`src/rtl/core/assert_macros.svh`:
```
// Assertion helpers shared by the RTL files that carry checks.
`ifndef ASSERT_MACROS_SVH
`define ASSERT_MACROS_SVH

// Checked on every rising edge outside reset.
`define SKA_ASSERT(lbl, clk, rst_n, prop, msg) \
    lbl: assert property (@(posedge clk) disable iff (!rst_n) prop) else $error(msg);

// Checked on every rising edge, reset included.
`define SKA_ASSERT_ALWAYS(lbl, clk, prop, msg) \
    lbl: assert property (@(posedge clk) prop) else $error(msg);

`endif

```
`src/rtl/core/ska_ram.sv`:
```
module ska_ram #(
    parameter int WIDTH = 8,
    parameter int DEPTH = 2,
    localparam int AW = $clog2(DEPTH)
) (
    input  logic             aclk,
    input  logic             wr_en,
    input  logic [AW-1:0]    wr_addr,
    input  logic [WIDTH-1:0] wr_data,
    input  logic             rd_en,
    input  logic [AW-1:0]    rd_addr,
    output logic [WIDTH-1:0] rd_data
);

    logic [WIDTH-1:0] mem [DEPTH];

    always_ff @(posedge aclk) begin
        if (wr_en) begin
            mem[wr_addr] <= wr_data;
        end
        if (rd_en) begin
            rd_data <= mem[rd_addr];
        end
    end

endmodule

```
`config.mk`:
```
export PLATFORM = sky130hd
export DESIGN_NAME = ska_ram
export DESIGN_NICKNAME = d
export VERILOG_FILES = /design/src/rtl/core/assert_macros.svh /design/src/rtl/core/ska_ram.sv
export SDC_FILE = /design/constraint.sdc
export NUM_CORES = 1
export LEC_CHECK = 0
export BUFFER_PORTS_ARGS = -buffer_cell sky130_fd_sc_hd__buf_2
export CORE_MARGIN = 2
export CORE_UTILIZATION = 44
export DETAILED_ROUTE_END_ITERATION = 16
export GPL_TIMING_DRIVEN = 0
export PLACE_DENSITY_LB_ADDON = 0.15
export SLEW_MARGIN = 20
export SYNTH_ARGS = -nofsm -noshare
export SYNTH_HDL_FRONTEND = slang
export SYNTH_SLANG_ARGS = --single-unit
```
`constraint.sdc`:
```
create_clock -name aclk -period 0.8 [get_ports aclk]
set_input_delay 0.08 -clock aclk [delete_from_list [all_inputs] [get_ports aclk]]
set_output_delay 0.08 -clock aclk [all_outputs]
set_load 0.01 [all_outputs]
```
; Word-level counts from Yosys, hierarchy flattened
; Memories as Yosys holds them, arrays and structs flattened. A register that Yosys moved wholly into a read port is not among the register bits.
; Cells that the tools add are included.
[totals]
output_inout_bits = 8
ramBits = 16
n_memories = 1
romBits = 0
elab_cells = 3
input_bits = 13
ff_bits = 0
latch_bits = 0
[classes]
mul = 0
n_reduce_logical = 0
magnitude_cmp = 0
shifts = 0
addsub = 0
muxes = 2
n_div = 0
bitwise = 0
n_eq_ne = 0
[memory_table]
columns = name, depth, word_bits, rd, rd_clocked_by_memory_dff, write_ports, line
row1 = mem, 2, 8, 1, 1, 1, ska_ram.sv:15  ; logic [WIDTH-1:0] mem [DEPTH];
[op_table]
columns = cell, n
row1 = $mux 1, 2

; Depth between registers and ports, before layout
[logic_depth]
ltp_word = 2
ltp_mapped = 2
depth_no_buf = 1

; Least setup slack after synthesis
; OpenSTA, ideal clock, no wires.
[synth_timing]
kind = input to register
from = in wr_en
to = mem mem[0][0], enable pin
path_buffers = 0
setup_ps = 373
setup_slack_ps = -73
required_time_ps = 427
cell_stages = 1
arrival_time_ps = 500
cell_sequence = nor2b_1
[synth_via]
elab_chain_len = 2
[synth_rtl]
columns = item, line
row1 = "start, declared", ska_ram.sv:7  ; input logic wr_en,
row2 = $mux 1, ska_ram.sv:18  ; if (wr_en) begin
row3 = $mux 1 (not written as such), ska_ram.sv:19  ; mem[wr_addr] <= wr_data;
row4 = "end, declared", ska_ram.sv:15
; No other way between the ends.

; Worst setup path after layout
[layout_timing]
from = reg rd_data[0] (read register of mem)
to = out rd_data[0]
[layout_lines]
columns = item, line
row1 = "start, declared", ska_ram.sv:12  ; output logic [WIDTH-1:0] rd_data
; No word-level cell between the ends.

==> results.ini <==
[clock_network]
cts_tree = done
root_buffer = clkbuf_4
clk_pin_slew_worst_paths_ns = 0.11
clockBufferDepth = 2
clk_latency_ns = 0.29
cts_sinks = 24
cts_buffers = 3
cts_resized = 0
post-cts-setup-buffers = 0
htree_levels = 1

[final_layout]
area_growth_pct = 27.5
antennaDiodeCount = 0
drive_gt1_share_pct = 48.5
final_nets = 80
finish.utilization_pct = 58.0
final_cells = 93

[status]
status = finished, violations left
violations = negative setup slack

[power_and_ir_drop]
power_uw = 2200
intPower_uw = 1790
p_comb_share_pct = 9.4
clockPowerShare_pct = 22.2
leakage_uw = 0.000430
power.density_nw_per_um2 = 1990
power_frac_seq_pct = 68.3
swShare_pct = 18.6
worst_ir_drop_vdd_v = 0.00135
p_sw_uw = 408

[timing]
period_needed_ns = 0.906
tightest_slew_ns = 0.410
max_freq_mhz = 1100
slew_violations = 0
finalSetupViolCount = 16
finalCritPeriodShare_pct = 113
finClkSkew_ns = 0.00131
tns_ns = -1.33
rsz0062_at_grt = yes
slew_headroom_pct = 72.5
finalHoldViolations = 0
timing.final.ws_setup_ns = -0.106

[worst_setup_path]
cp.required_ns = 0.72
cp_top_family = flip-flops
slowest_delay_ns = 0.38
worst_ep_arrival_time_ns = 0.83
end_kind = output port
crit_path_top_delay_cell = edfxtp_1
worstSetupPathType = register to output port
path_max_fanout = 1
critPathBufInv = 1
path_cells = buf_2
cp-start-kind = register

[yosys]
ys_seq_area_share_pct = 83.4
ys_warn_count = 0
yosysUniqueCellTypes = 5
ys_seq_elements = 24
syn-cell-area_um2 = 865
avgSynthCellArea_um2 = 24.7
syn_inst = 35
synth_nets = 48

[floorplanning]
die_y_um = 48.3
boundaryPins = 21
die_w_um = 48.3
design.die.area_um2 = 2340
initial_utilization_pct = 45.5
core_um2 = 1900
rows = 16

[grt]
grt_pass1_vias = 388
met3_usage_pct = 1.85
grt-ovfl-total = 0
grt_use_met1_pct = 10.7
grtUsageMet2_pct = 15.7
top_usage_layer = met2
grt_max_degree = 14
grt_pass1_wl_um = 1590
track_usage_pct = 9.21
antenna_found_initial = 0

[routing]
post_drt_wl_per_cell_um = 10.5
drc = 0
ant_nets = 0
dr.first_iter.drc_count = 5
first_pass_iters = 2
viasPerCell = 4.28
wl_um = 977
num_vias = 398

[hold_path]
min_path_type = input port to register

[placement]
gp_congestion = 0.591
dp_cells = 81
placement.io_buffers = 19

[flow_run]
cap_violations = 0

==> layout by cell type (no fill, tap or decap) <==
cell,n
buf_6,1
dlygate4sd3_1,8
and2_1,1
nor2b_2,1
clkbuf_4,3
edfxtp_1,24
mux2_4,8
clkinv_1,1
buf_2,19
==> power by group through the flow <==
stage / Sequential, uW / Clock, uW / Combinational (uW)
after global routing: 1510 / 564 / 226
after detailed placement: 1530 / 0 / 181
after floorplan: 1550 / 0 / 86.8
final: 1500 / 488 / 207
after global placement: 1530 / 0 / 178
after CTS: 1500 / 519 / 210
==> cell usage after synthesis <==
master / number / area, um2
edfxtp_1: 24 / 721
mux2_4: 8 / 120
and2_1: 1 / 6.26
buf_6: 1 / 11.3
nor2b_1: 1 / 6.26
==> logic make-up (layout without fill, tap and decap cells) <==
group | after synthesis | after routing | synth area share (%)
muxes | 8 | 8 | 13.9
DFF | 24 | 24 | 83.4
and+or+nand+nor | 2 | 2 | 1.45
buffers and inverters | 1 | 32 | 1.30
==> sequential cells by signal, summed over array words and instances (netlist names) <==
name     count
rd_data      8
mem         16
==> routing by layer <==
| layer | part of all wire (%) | vias up | routed length, um |
|---|---|---|---|
| met3 | 6.4 | 0 | 63 |
| li1 | - | 202 | - |
| met5 | 0 | - | 0 |
| met4 | 0 | 0 | 0 |
| met2 | 56 | 16 | 548 |
| met1 | 37 | 180 | 365 |
==> layout make-up <==
cell class | instances | area, um2
flip-flops and latches | 24 | 721
repair buffers | 27 | 175
fillers | 153 | 800
clock inverters | 1 | 3.75
clock buffers | 3 | 22.5
well taps | 27 | 33.8
multi-input cells | 10 | 135
plain buffers | 1 | 11.3
==> final timing paths <==
check | start | end | cells after the start | slack [ns]
setup reg to reg | mem[0][7]$_DFFE_PP_ | rd_data[7]$_DFFE_PP_ | 1 | -0.09
hold reg to reg | mem[1][0]$_DFFE_PP_ | rd_data[0]$_DFFE_PP_ | 1 | 0.56
setup / recovery | rd_data[0]$_DFFE_PP_ | rd_data[0] | 1 | -0.11
hold / removal | rd_en | rd_data[0]$_DFFE_PP_ | 1 | 0.12
==> per-stage QoR <==
stage | hold slack [ns] | setup slack, ns | cell area, um2
after floorplan | 0.179 | -0.0504 | 867
after global placement | 0.269 | -0.115 | 996
after detailed placement | 0.271 | -0.127 | 996
after CTS | 0.113 | -0.132 | 1100
after global routing | 0.113 | -0.169 | 1100
final | 0.119 | -0.106 | 1100
==> what timing repair did <==
item	in CTS	in global routing
setup endpoints to repair	16	16
hold buffers	8	0
hold endpoints to repair	16	0
Note: power is estimated with default switching activity, not from simulation.
