File: src/rtl/core/assert_macros.svh
// Assertion helpers shared by the RTL files that carry checks.
`ifndef ASSERT_MACROS_SVH
`define ASSERT_MACROS_SVH

// Checked on every rising edge outside reset.
`define SKA_ASSERT(lbl, clk, rst_n, prop, msg) \
    lbl: assert property (@(posedge clk) disable iff (!rst_n) prop) else $error(msg);

// Checked on every rising edge, reset included.
`define SKA_ASSERT_ALWAYS(lbl, clk, prop, msg) \
    lbl: assert property (@(posedge clk) prop) else $error(msg);

`endif

File: src/rtl/core/ska_pkg.sv
package ska_pkg;

    localparam int KEY_W         = 31;
    localparam int PAYLOAD_W     = 31;
    localparam int ENTRY_W       = KEY_W + PAYLOAD_W;
    localparam int INDEX_OUT_W   = 8;
    localparam int COUNT_OUT_W   = 9;
    localparam int DEFAULT_DEPTH = 256;

    typedef enum logic [1:0] {
        FUNC_LOOKUP = 2'd0,
        FUNC_INSERT = 2'd1,
        FUNC_DELETE = 2'd2
    } func_t;

    typedef enum logic [1:0] {
        STATUS_OK        = 2'd0,
        STATUS_DUPLICATE = 2'd1,
        STATUS_NOT_FOUND = 2'd2,
        STATUS_FULL      = 2'd3
    } status_t;

    typedef enum logic [2:0] {
        ST_IDLE,
        ST_SEARCH,
        ST_COMPARE,
        ST_DECIDE,
        ST_SHIFT,
        ST_FINISH,
        ST_RESP
    } state_t;

    typedef struct packed {
        func_t                func;
        logic [KEY_W-1:0]     key;
        logic [PAYLOAD_W-1:0] payload_in;
    } req_t;

    typedef struct packed {
        status_t                status;
        logic [INDEX_OUT_W-1:0] found_index;
        logic [PAYLOAD_W-1:0]   found_payload;
        logic [COUNT_OUT_W-1:0] count_out;
    } res_t;

endpackage

File: src/rtl/core/ska_engine.sv
module ska_engine #(
    parameter int TABLE_DEPTH = ska_pkg::DEFAULT_DEPTH,
    localparam int IW = $clog2(TABLE_DEPTH),
    localparam int CW = $clog2(TABLE_DEPTH + 1)
) (
    input  logic                     aclk,
    input  logic                     aresetn,
    input  logic                     req_valid,
    output logic                     req_ready,
    input  ska_pkg::req_t            req,
    output logic                     res_valid,
    input  logic                     res_ready,
    output ska_pkg::res_t            res,
    output logic                     mem_rd_en,
    output logic [IW-1:0]            mem_rd_addr,
    input  logic [ska_pkg::ENTRY_W-1:0] mem_rd_data,
    output logic                     mem_wr_en,
    output logic [IW-1:0]            mem_wr_addr,
    output logic [ska_pkg::ENTRY_W-1:0] mem_wr_data
);

    import ska_pkg::*;

    state_t               state_reg, state_next;
    func_t                func_reg, func_next;
    logic [KEY_W-1:0]     key_reg, key_next;
    logic [PAYLOAD_W-1:0] pl_reg, pl_next;
    logic [CW-1:0]        lo_reg, lo_next;
    logic [CW-1:0]        hi_reg, hi_next;
    logic [CW-1:0]        pos_reg, pos_next;
    logic [CW-1:0]        ptr_reg, ptr_next;
    logic [CW-1:0]        count_reg, count_next;
    logic [IW-1:0]        mid_reg, mid_next;
    logic [IW-1:0]        dst_reg, dst_next;
    logic                 hit_reg, hit_next;
    logic                 pend_reg, pend_next;
    status_t              st_reg, st_next;
    logic [PAYLOAD_W-1:0] fpay_reg, fpay_next;

    logic [CW-1:0]        mid_w;
    logic [CW-1:0]        mid_ext;
    logic                 range_open;
    logic [KEY_W-1:0]     rd_key;
    logic [PAYLOAD_W-1:0] rd_pay;
    logic                 is_insert;
    logic                 shift_more;
    logic [CW-1:0]        shift_src;
    logic [31:0]          pos_wide;
    logic [31:0]          count_wide;

    assign mid_w      = lo_reg + ((hi_reg - lo_reg) >> 1);
    assign mid_ext    = CW'(mid_reg);
    assign range_open = lo_reg < hi_reg;
    assign rd_key     = mem_rd_data[KEY_W-1:0];
    assign rd_pay     = mem_rd_data[ENTRY_W-1:KEY_W];
    assign is_insert  = func_reg == FUNC_INSERT;
    assign shift_more = is_insert ? (ptr_reg > pos_reg) : (CW'(ptr_reg + 1'b1) < count_reg);
    assign shift_src  = is_insert ? CW'(ptr_reg - 1'b1) : CW'(ptr_reg + 1'b1);
    assign pos_wide   = 32'(pos_reg);
    assign count_wide = 32'(count_reg);

    always_comb begin
        state_next = state_reg;
        case (state_reg)
            ST_IDLE: begin
                if (req_valid) begin
                    state_next = ST_SEARCH;
                end
            end
            ST_SEARCH: begin
                state_next = range_open ? ST_COMPARE : ST_DECIDE;
            end
            ST_COMPARE: begin
                state_next = (rd_key == key_reg) ? ST_DECIDE : ST_SEARCH;
            end
            ST_DECIDE: begin
                case (func_reg)
                    FUNC_INSERT: begin
                        if (!hit_reg && count_reg != CW'(TABLE_DEPTH)) begin
                            state_next = ST_SHIFT;
                        end else begin
                            state_next = ST_RESP;
                        end
                    end
                    FUNC_DELETE: begin
                        state_next = hit_reg ? ST_SHIFT : ST_RESP;
                    end
                    default: begin
                        state_next = ST_RESP;
                    end
                endcase
            end
            ST_SHIFT: begin
                if (!shift_more && !pend_reg) begin
                    state_next = ST_FINISH;
                end
            end
            ST_FINISH: begin
                state_next = ST_RESP;
            end
            ST_RESP: begin
                if (res_ready) begin
                    state_next = ST_IDLE;
                end
            end
            default: begin
                state_next = ST_IDLE;
            end
        endcase
    end

    always_comb begin
        req_ready   = 1'b0;
        res_valid   = 1'b0;
        mem_rd_en   = 1'b0;
        mem_rd_addr = '0;
        mem_wr_en   = 1'b0;
        mem_wr_addr = '0;
        mem_wr_data = '0;
        case (state_reg)
            ST_IDLE: begin
                req_ready = 1'b1;
            end
            ST_SEARCH: begin
                mem_rd_en   = range_open;
                mem_rd_addr = mid_w[IW-1:0];
            end
            ST_SHIFT: begin
                mem_rd_en   = shift_more;
                mem_rd_addr = shift_src[IW-1:0];
                mem_wr_en   = pend_reg;
                mem_wr_addr = dst_reg;
                mem_wr_data = mem_rd_data;
            end
            ST_FINISH: begin
                mem_wr_en   = is_insert;
                mem_wr_addr = pos_reg[IW-1:0];
                mem_wr_data = {pl_reg, key_reg};
            end
            ST_RESP: begin
                res_valid = 1'b1;
            end
            default: begin
                req_ready = 1'b0;
            end
        endcase
    end

    always_comb begin
        func_next  = func_reg;
        key_next   = key_reg;
        pl_next    = pl_reg;
        lo_next    = lo_reg;
        hi_next    = hi_reg;
        pos_next   = pos_reg;
        ptr_next   = ptr_reg;
        count_next = count_reg;
        mid_next   = mid_reg;
        dst_next   = dst_reg;
        hit_next   = hit_reg;
        pend_next  = pend_reg;
        st_next    = st_reg;
        fpay_next  = fpay_reg;
        case (state_reg)
            ST_IDLE: begin
                if (req_valid) begin
                    func_next = req.func;
                    key_next  = req.key;
                    pl_next   = req.payload_in;
                    lo_next   = '0;
                    hi_next   = count_reg;
                    hit_next  = 1'b0;
                end
            end
            ST_SEARCH: begin
                mid_next = mid_w[IW-1:0];
                if (!range_open) begin
                    pos_next = lo_reg;
                end
            end
            ST_COMPARE: begin
                if (rd_key < key_reg) begin
                    lo_next = CW'(mid_ext + 1'b1);
                end else if (rd_key > key_reg) begin
                    hi_next = mid_ext;
                end else begin
                    hit_next  = 1'b1;
                    pos_next  = mid_ext;
                    fpay_next = rd_pay;
                end
            end
            ST_DECIDE: begin
                pend_next = 1'b0;
                st_next   = STATUS_OK;
                case (func_reg)
                    FUNC_LOOKUP: begin
                        if (!hit_reg) begin
                            st_next   = STATUS_NOT_FOUND;
                            pos_next  = '0;
                            fpay_next = '0;
                        end
                    end
                    FUNC_INSERT: begin
                        fpay_next = '0;
                        if (hit_reg) begin
                            st_next = STATUS_DUPLICATE;
                        end else if (count_reg == CW'(TABLE_DEPTH)) begin
                            st_next  = STATUS_FULL;
                            pos_next = '0;
                        end else begin
                            ptr_next = count_reg;
                        end
                    end
                    FUNC_DELETE: begin
                        fpay_next = '0;
                        if (hit_reg) begin
                            ptr_next = pos_reg;
                        end else begin
                            st_next  = STATUS_NOT_FOUND;
                            pos_next = '0;
                        end
                    end
                    default: begin
                        pos_next  = '0;
                        fpay_next = '0;
                    end
                endcase
            end
            ST_SHIFT: begin
                pend_next = shift_more;
                if (shift_more) begin
                    dst_next = ptr_reg[IW-1:0];
                    ptr_next = shift_src;
                end
            end
            ST_FINISH: begin
                count_next = is_insert ? CW'(count_reg + 1'b1) : CW'(count_reg - 1'b1);
            end
            default: begin
                pend_next = pend_reg;
            end
        endcase
    end

    always_ff @(posedge aclk) begin
        if (!aresetn) begin
            state_reg <= ST_IDLE;
            count_reg <= '0;
            pend_reg  <= 1'b0;
        end else begin
            state_reg <= state_next;
            count_reg <= count_next;
            pend_reg  <= pend_next;
        end
    end

    always_ff @(posedge aclk) begin
        func_reg <= func_next;
        key_reg  <= key_next;
        pl_reg   <= pl_next;
        lo_reg   <= lo_next;
        hi_reg   <= hi_next;
        pos_reg  <= pos_next;
        ptr_reg  <= ptr_next;
        mid_reg  <= mid_next;
        dst_reg  <= dst_next;
        hit_reg  <= hit_next;
        st_reg   <= st_next;
        fpay_reg <= fpay_next;
    end

    always_comb begin
        res.status        = st_reg;
        res.found_index   = pos_wide[INDEX_OUT_W-1:0];
        res.found_payload = fpay_reg;
        res.count_out     = count_wide[COUNT_OUT_W-1:0];
    end

endmodule

File: config.mk
export PLATFORM = sky130hd
export DESIGN_NAME = ska_engine
export DESIGN_NICKNAME = d
export VERILOG_FILES = /design/src/rtl/core/assert_macros.svh /design/src/rtl/core/ska_pkg.sv /design/src/rtl/core/ska_engine.sv
export SDC_FILE = /design/constraint.sdc
export NUM_CORES = 1
export LEC_CHECK = 0
export BUFFER_PORTS_ARGS = -buffer_cell sky130_fd_sc_hd__buf_2
export CAP_MARGIN = 20
export CORE_MARGIN = 5
export CORE_UTILIZATION = 40
export DETAILED_ROUTE_END_ITERATION = 10
export GPL_TIMING_DRIVEN = 0
export PLACE_DENSITY = 0.64
export SLEW_MARGIN = 20
export SYNTH_ARGS = -nofsm -noshare
export SYNTH_HDL_FRONTEND = slang
export SYNTH_SLANG_ARGS = --single-unit
File: constraint.sdc
create_clock -name aclk -period 5.41 [get_ports aclk]
set_input_delay 1.623 -clock aclk [delete_from_list [all_inputs] [get_ports aclk]]
set_output_delay 1.623 -clock aclk [all_outputs]
set_load 0.02 [all_outputs]
# Word level (Yosys, flattened, before mapping)
# Index checks and enable logic that the tools add are counted.
# totals
word_cells,129
ramBits,0
memories,0
mem_bits_ro,0
in_bits,130
reg_bits,163
latchBits,0
out_inout_bits,132
# classes
n_mul,0
div_mod_pow,0
n_reduce_logical,21
eq_ne,27
add_sub_neg,7
n_lt_le_gt_ge,5
n_bitwise,0
mux,54
shifts,0
# ops
operator,count
2-to-1 mux 9 bit,17
2-to-1 mux 31 bit,4
case mux 62 bit (2 select lines),1
case mux 9 bit (2 select lines),5
case mux 31 bit (2 select lines),1
case mux 8 bit (2 select lines),2
== test 31 bit,1
> comparator 31 bit,1
< comparator 31 bit,1
case mux 9 bit (3 select lines),1
"inequality test 3 bit, second input constant",7
case mux 3 bit (7 select lines),1
"adder 9 x 1 -> 9 bit, second input constant",2
< comparator 9 bit,2
"inequality test 2 bit, second input constant",9
"subtractor 9 x 1 -> 9 bit, second input constant",2
2-to-1 mux 2 bit,6
AND reduction 4 bit,3
"adder 8 x 1 -> 9 bit, second input constant",1
"== test 3 bit, second input constant",3
"== test 9 bit, second input constant",1
> comparator 9 bit,1
2-to-1 mux 3 bit,3
"inequality test 9 bit, second input constant",1
21 further kinds,38

# Longest topological paths before layout
# Gate-level depths: netlist of the first run.
# logic_depth
word_depth,7
depth_mapped,14

# Worst setup path after synthesis of the first run
# OpenSTA, ideal clock, no wires.
# synth_timing
kind,input to register
from,input port mem_rd_data[14] (netlist bit)
to,register fpay_reg[0] (enable)
setup_slack_ns,0.160
cell_stages,5
n_path_buf,0
setup_ns,0.462
arrival_ns,4.787
cell_sequence,ha_1 > nand4_1 > nor4_1 > nand4_1 > o21ai_0
# synth_between
elab_chain_cells,3
# synth_rtl
element,line_no,source
from (decl),ska_engine.sv:16,"input logic [ska_pkg::ENTRY_W-1:0] mem_rd_data,"
> comparator 31 bit / < comparator 31 bit (equally long branches),"ska_engine.sv:184, ska_engine.sv:182",
inequality test 2 bit (no source line),n/a,
AND reduction 4 bit (no source line) (*),n/a,
to (signal assigned),ska_engine.sv:269,fpay_reg <= fpay_next;
to (decl),ska_engine.sv:38,"logic [PAYLOAD_W-1:0] fpay_reg, fpay_next;"
# Mark *: on every way between the ends. The rest lies on a longest branch, timed or not.
# A chain may end at the register's enable or synchronous reset.

# Worst setup path in the final report of the first run
# layout_timing
from,register lo_reg[0]
to,output port mem_rd_addr[7]
# layout_between
elab_chain_cells,3
# layout_rtl
element,line_no,source
from (decl),ska_engine.sv:28,"logic [CW-1:0] lo_reg, lo_next;"
from (signal assigned),ska_engine.sv:261,lo_reg <= lo_next;
subtractor 9 bit,ska_engine.sv:51,assign mid_w = lo_reg + ((hi_reg - lo_reg) >> 1);
adder 8 bit (*),ska_engine.sv:51,
via mid_w[7],ska_engine.sv:40,logic [CW-1:0] mid_w;
case mux 8 bit (2 select lines) (*),ska_engine.sv:120,case (state_reg)
to (decl),ska_engine.sv:15,"output logic [IW-1:0] mem_rd_addr,"
# The timed path passes the listed nets; every way through them passes the cells marked *.

==> results of run 1 <==
==> how the worst max path moves through the flow <==
stage / slack, ns / depth (start not counted) / end
global placement: -1.27 / 6 / fpay_reg[10]
detailed placement: 0.39 / 15 / mem_rd_addr[7]
finish: 0.15 / 13 / mem_rd_addr[7]
CTS: 0.002 / 13 / mem_rd_addr[7]
global route: -0.03 / 12 / mem_rd_addr[6]
floorplan: 0.16 / 5 / fpay_reg[0]
==> where the power goes <==
part	switching (mW)	leakage, nW	total, mW	internal, mW
registers	0.200	1.51	2.10	1.90
clock network	0.612	0.300	1.25	0.634
logic	2.09	3.44	3.33	1.24
==> synthesized netlist by cell type, types with 3 or more instances <==
library cell / count
edfxtp_1: 150
nand2_1: 103
o21ai_0: 88
ha_1: 78
inv_1: 78
a22o_1: 35
and2_1: 35
nor2_1: 35
a21oi_1: 34
clkbuf_1: 23
nand3_1: 22
xor2_1: 19
xnor2_1: 18
buf_2: 13
dfxtp_1: 13
nor3_1: 13
a211oi_1: 10
buf_4: 10
nand4_1: 10
a21boi_0: 8
mux2i_1: 8
a21o_1: 6
o211ai_1: 6
or3_1: 6
and3_1: 5
nand2b_1: 5
a221oi_1: 4
nor4_1: 4
o31ai_1: 4
a31oi_1: 3
fa_1: 3
nor2b_1: 3
o211a_1: 3
o21a_1: 3
o21ai_1: 3
==> logic make-up after synthesis <==
family                     count (synthesis)  synth area share
AOI/OAI and AO/OA                        222            0.1526
xor gates and xnor gates                  37           0.03461
adders and majority gates                 81            0.1106
buffers and inverters                    125           0.05585
DFF                                      163            0.5088
muxes                                      8          0.008552
and+or+nand+nor                          251            0.1289
==> area by class of cell <==
class                           instances  area (um^2)  area share
Inverter                               79        299.0     0.02514
Clock inverter                         15        198.9     0.01673
Antenna cell                            2        5.005   0.0004208
Buffer                                 46        226.5     0.01904
Multi-Input combinational cell        599         4136      0.3478
Clock buffer                           17        425.4     0.03577
Tap cell                              319        399.1     0.03356
Timing Repair Buffer                  274         1439      0.1210
Sequential cell                       163         4765      0.4006
==> worst min-delay path, stage by stage, from the launching register on <==
cell and delay [ns]:
dfxtp_1 0.33, nand3_1 0.06, a21boi_0 0.07
==> timing repair <==
action | in CTS | in global routing
hold endpoints to repair | 0 | 0
setup buffers | 2 | 7
setup endpoints to repair | 1 | 3
pin swaps | 0 | 1
resized for setup | 1 | 7
==> layer usage <==
metal | up-vias | global-route usage
met5 | - | 0
met4 | 4 | 0.05185
met3 | 28 | 0.06024
met2 | 293 | 0.3617
met1 | 3670 | 0.2713
li1 | 3797 | -
==> impl_metrics.env, run 1 <==
export IMPL_status="finished, final reports clean"
export IMPL_routed_via_density=5.147
export IMPL_synth_main_ff_cell="edfxtp_1"
export IMPL_min_to="pend_reg"
export IMPL_rsz0062_at_grt="yes"
export IMPL_yosys_warnings=0
export IMPL_r2r_cells=11
export IMPL_layout_common_cells="buf_2, edfxtp_1, nand2_1"
export IMPL_crit_family="adder cells"
export IMPL_cap_violations=0
export IMPL_clk_latency_ns=0.44
export IMPL_grt_overflow_total=0
export IMPL_cts_buffer_depth=2
export IMPL_netlist_area_mm2=0.009364
export IMPL_cp_cell_sequence="ha_1 -> fa_1 -> nand2b_1 -> a21oi_2 -> xor2_1 -> ha_1 -> nand3_1 -> o2111ai_2 -> a21o_1 -> a21oi_1 -> xnor2_1 -> o2bb2ai_2 -> buf_4"
export IMPL_dp_slack_ns=0.3921
export IMPL_avgSynthCellArea_um2=10.56
export IMPL_hold_viol=0
export IMPL_h_tree_depth=4
export IMPL_crit_buf_inv=1
export IMPL_holdCritPathClass="reg2reg"
export IMPL_ys_seq_elements=163
export IMPL_antenna_found_initial=2
export IMPL_r2r_end="dst_reg[6]"
export IMPL_fin_util=0.5113
export IMPL_grt_max_degree=46
export IMPL_hpwl_um=22580
export IMPL_hold_depth=2
export IMPL_die_area_mm2=0.02657
export IMPL_final_area_mm2=0.01189
export IMPL_grt_pass1_wl_um=43390
export IMPL_max_freq_mhz=190.1
export IMPL_finalCritPeriodShare=0.9724
export IMPL_core_rowCount=56
export IMPL_crit_required_ns=3.79
export IMPL_hp_start="pend_reg"
export IMPL_critPathArrivalTime_ns=3.64
export IMPL_grt_pass1_vias=7831
export IMPL_gp_congestion=0.8774
export IMPL_wl_met2_um=14160
export IMPL_wl_met1_um=11330
export IMPL_layout_drive_gt1_share=0.2934
export IMPL_worst_slack_ns=0.1494
export IMPL_rr_startpoint="ptr_reg[0]"
export IMPL_setup_violations=0
export IMPL_synth_top_area_cell="edfxtp_1"
export IMPL_power_density_mw_per_mm2=560.9
export IMPL_r2r_setup_slack_ns=2.14
export IMPL_wl_met3_um=2487
export IMPL_dp_cells=1471
export IMPL_hold_buffers=0
export IMPL_cts_num_sinks=163
export IMPL_post_route_min_period_ns=5.261
export IMPL_io_buffers=261
export IMPL_finalPower_mw=6.671
export IMPL_drc=0
export IMPL_grt_use_total=0.2134
export IMPL_p_leak_nw=5.250
export IMPL_firstDrtPassIters=5
export IMPL_mostFrequentLayoutCell="buf_2"
export IMPL_end_kind="primary output"
export IMPL_wl_um=28330
export IMPL_whs_ns=0.5033
export IMPL_synthTopCellsByArea="edfxtp_1, ha_1, o21ai_0"
export IMPL_cts_tree="done"
export IMPL_critPathMaxStageDelay_ns=0.43
export IMPL_drt_iter0_markers=617
export IMPL_root_buffer="clkbuf_16"
export IMPL_stdcell_count=1514
export IMPL_routedWlPerCell_um=18.71
export IMPL_vias=7792
export IMPL_dpl_cell_area_mm2=0.01116
export IMPL_tightest_slew_ns=0.9367
export IMPL_cts_buffers=17
export IMPL_cpMostUsedCell="ha_1"
export IMPL_die_h_um=163.0
export IMPL_num_io_pins=262
export IMPL_fin_setup_tns_ns=0
export IMPL_final_nets=1391
export IMPL_synth_nets=1098
export IMPL_start_util=0.4025
export IMPL_ys_seq_area_frac=0.5088
export IMPL_cp_max_fo=4
export IMPL_ant_nets=0
export IMPL_routed_top_layer="met5"
export IMPL_relSlewSlack=0.3718
export IMPL_async_flop_share=0
export IMPL_peakVddDrop_mv=0.3371
export IMPL_synth_top_cell_area_share=0.4810
export IMPL_synth_edff_count=150
export IMPL_synth_cell_type_count=57
export IMPL_synthCells=887
export IMPL_areaGrowthSynthToFinish_pct=27.02
export IMPL_slowest_stage="edfxtp_1"
export IMPL_cp_start_kind="flop"
export IMPL_core_area_mm2=0.02326
export IMPL_skew_ns=0.01525
export IMPL_slew_viol_final=0
export IMPL_startpoint="lo_reg[0]"
export IMPL_fillers=2159
export IMPL_cts_reportedPaths_clkPinSlew_ns=0.07
export IMPL_critical_path_class="reg2out"
export IMPL_die_x_um=163.0
(Power assumes the default switching activity.)
==> inputs of run 2 (changes only) <==
Settings changed: CORE_MARGIN 5 to 4.
==> run 2 against run 1 <==
Sequential power barely moved. Register-to-register slack worse by 0.17 ns. Worst setup slack worse by 0.027 ns. Core utilization rose by 0.46 points. Critical path type unchanged.
==> impl_metrics.env, run 2 (same netlist as run 1, synthesis figures left out) <==
export IMPL_core_rowCount=55
export IMPL_power_frac_clock=0.179
export IMPL_finalPower_mw=6.563
export IMPL_relSlewSlack=0.3723
export IMPL_cp_start_kind="flop"
export IMPL_p_int_mw=3.770
export IMPL_antennaDiodeCount=0
export IMPL_clk_latency_ns=0.42
export IMPL_whs_ns=0.5025
export IMPL_p_seq_frac=0.321
export IMPL_layout_drive_gt1_share=0.2881
export IMPL_startpoint="lo_reg[0]"
export IMPL_critPathArrivalTime_ns=3.66
export IMPL_dp_cells=1466
export IMPL_areaGrowthSynthToFinish_pct=25.87
export IMPL_rsz0062_at_grt="no"
export IMPL_p_switching_mw=2.793
export IMPL_hold_viol=0
export IMPL_mostFrequentLayoutCell="buf_2"
export IMPL_h_tree_depth=4
export IMPL_die_h_um=161.0
export IMPL_slowest_stage="fa_1"
export IMPL_routed_via_density=5.177
export IMPL_p_leak_nw=5.192
export IMPL_critical_path_class="reg2out"
export IMPL_end_kind="primary output"
export IMPL_fillers=2140
export IMPL_critPathMaxStageDelay_ns=0.48
export IMPL_vias=7765
export IMPL_hp_start="ptr_reg[4]"
export IMPL_final_nets=1385
export IMPL_gp_congestion=0.8737
export IMPL_post_route_min_period_ns=5.288
export IMPL_grt_pass1_wl_um=42710
export IMPL_fin_util=0.5159
export IMPL_routedWlPerCell_um=18.54
export IMPL_die_x_um=161.0
export IMPL_cts_buffers=17
export IMPL_tightest_slew_ns=0.9416
export IMPL_power_density_mw_per_mm2=556.8
export IMPL_dpl_cell_area_mm2=0.01116
export IMPL_drt_iter0_markers=452
export IMPL_final_area_mm2=0.01179
export IMPL_grt_pass1_vias=7721
export IMPL_setup_violations=0
export IMPL_cts_buffer_depth=2
export IMPL_cts_reportedPaths_clkPinSlew_ns=0.07
export IMPL_swShare=0.4255
export IMPL_grt_use_total=0.2123
export IMPL_slew_viol_final=0
export IMPL_core_area_mm2=0.02285
export IMPL_max_freq_mhz=189.1
export IMPL_skew_ns=0.01334
export IMPL_hold_buffers=0
export IMPL_cts_tree="done"
export IMPL_ant_nets=0
export IMPL_io_buffers=261
export IMPL_peakVddDrop_mv=0.2877
export IMPL_pwr_share_comb=0.500
export IMPL_crit_required_ns=3.79
export IMPL_hpwl_um=21980
export IMPL_cp_cell_sequence="ha_1 -> fa_1 -> inv_1 -> ha_1 -> fa_1 -> a21o_1 -> a21oi_1 -> o21ai_0 -> a21oi_1 -> xnor2_1 -> a22o_1 -> buf_2"
export IMPL_cts_num_sinks=163
export IMPL_cp_max_fo=3
export IMPL_grt_max_degree=44
export IMPL_layout_common_cells="buf_2, edfxtp_1, nand2_1"
export IMPL_wl_um=27820
export IMPL_finalCritPeriodShare=0.9774
export IMPL_drc=0
export IMPL_grt_overflow_total=0
export IMPL_firstDrtPassIters=5
export IMPL_num_io_pins=262
export IMPL_start_util=0.4099
export IMPL_holdCritPathClass="reg2reg"
export IMPL_root_buffer="clkbuf_16"
export IMPL_cap_violations=0
export IMPL_status="finished, final reports clean"
export IMPL_die_area_mm2=0.02592
export IMPL_stdcell_count=1500
export IMPL_rr_startpoint="ptr_reg[0]"
export IMPL_antenna_found_initial=3
## run 2: cell types whose count changed in the layout (fill, tap and decap cells not counted), sizes merged
| cell | before | now |
|---|---|---|
| bufinv | 0 | 1 |
| inv | 85 | 84 |
| buf | 297 | 291 |
| clkinv | 9 | 6 |
| diode | 2 | 0 |
| clkinvlp | 0 | 3 |
## run 2: worst paths after layout
path / to / slack (ns) / cells past startpoint
hold reg to reg: dst_reg[4] / 0.50 / 0
setup reg to reg: ptr_reg[5] / 1.97 / 12
hold / removal: dst_reg[4] / 0.50 / 0
setup / recovery: mem_rd_addr[6] / 0.12 / 12
## run 2: repair_timing
item,in CTS,in global routing
buffers inserted,0,2
endpoints found under the setup margin,1,4
gates resized for setup,2,6
pin swaps,0,1
## run 2: per-stage QoR
step	TNS [ns]	worst slack (ns)
after global routing	0	0.005263
after floorplan	0	0.1603
after CTS	0	0.01498
after detailed placement	0	0.4008
final	0	0.1222
after global placement	-41.22	-1.332
## run 2: power groups by stage
stage	Combinational, mW	Sequential (mW)	Clock (mW)
global placement	3.04	2.15	0
detailed placement	3.14	2.13	0
floorplan	2.10	2.12	0
global route	3.60	2.14	1.27
CTS	3.17	2.10	1.20
finish	3.28	2.11	1.17
## run 2: critical path, delay by kind of cell, from the launching register on
kind	cells	cell delay, ns
buffers and inverters	2	0.21
DFF	1	0.46
xor gates and xnor gates	1	0.23
adders and majority gates	4	1.37
AOI/OAI and AO/OA	5	0.97
## run 2: final cells by class
type / instances / area (um^2) / share of cell area
clock inverters: 15 / 148.9 / 0.01263
flip-flops and latches: 163 / 4765 / 0.4042
clock buffers: 17 / 425.4 / 0.03609
multi-input cells: 599 / 4136 / 0.3510
plain buffers: 46 / 226.5 / 0.01921
inverters: 79 / 299.0 / 0.02537
well taps: 313 / 391.6 / 0.03323
repair buffers: 268 / 1394 / 0.1183
## run 2: layer usage
layer / global-route usage / part of all wire / wire length, um
met2: 0.3536 / 0.48 / 13480
met4: 0.06088 / 0.021 / 589
met5: 0 / 0.0010 / 28
met3: 0.06532 / 0.084 / 2350
met1: 0.2686 / 0.41 / 11370
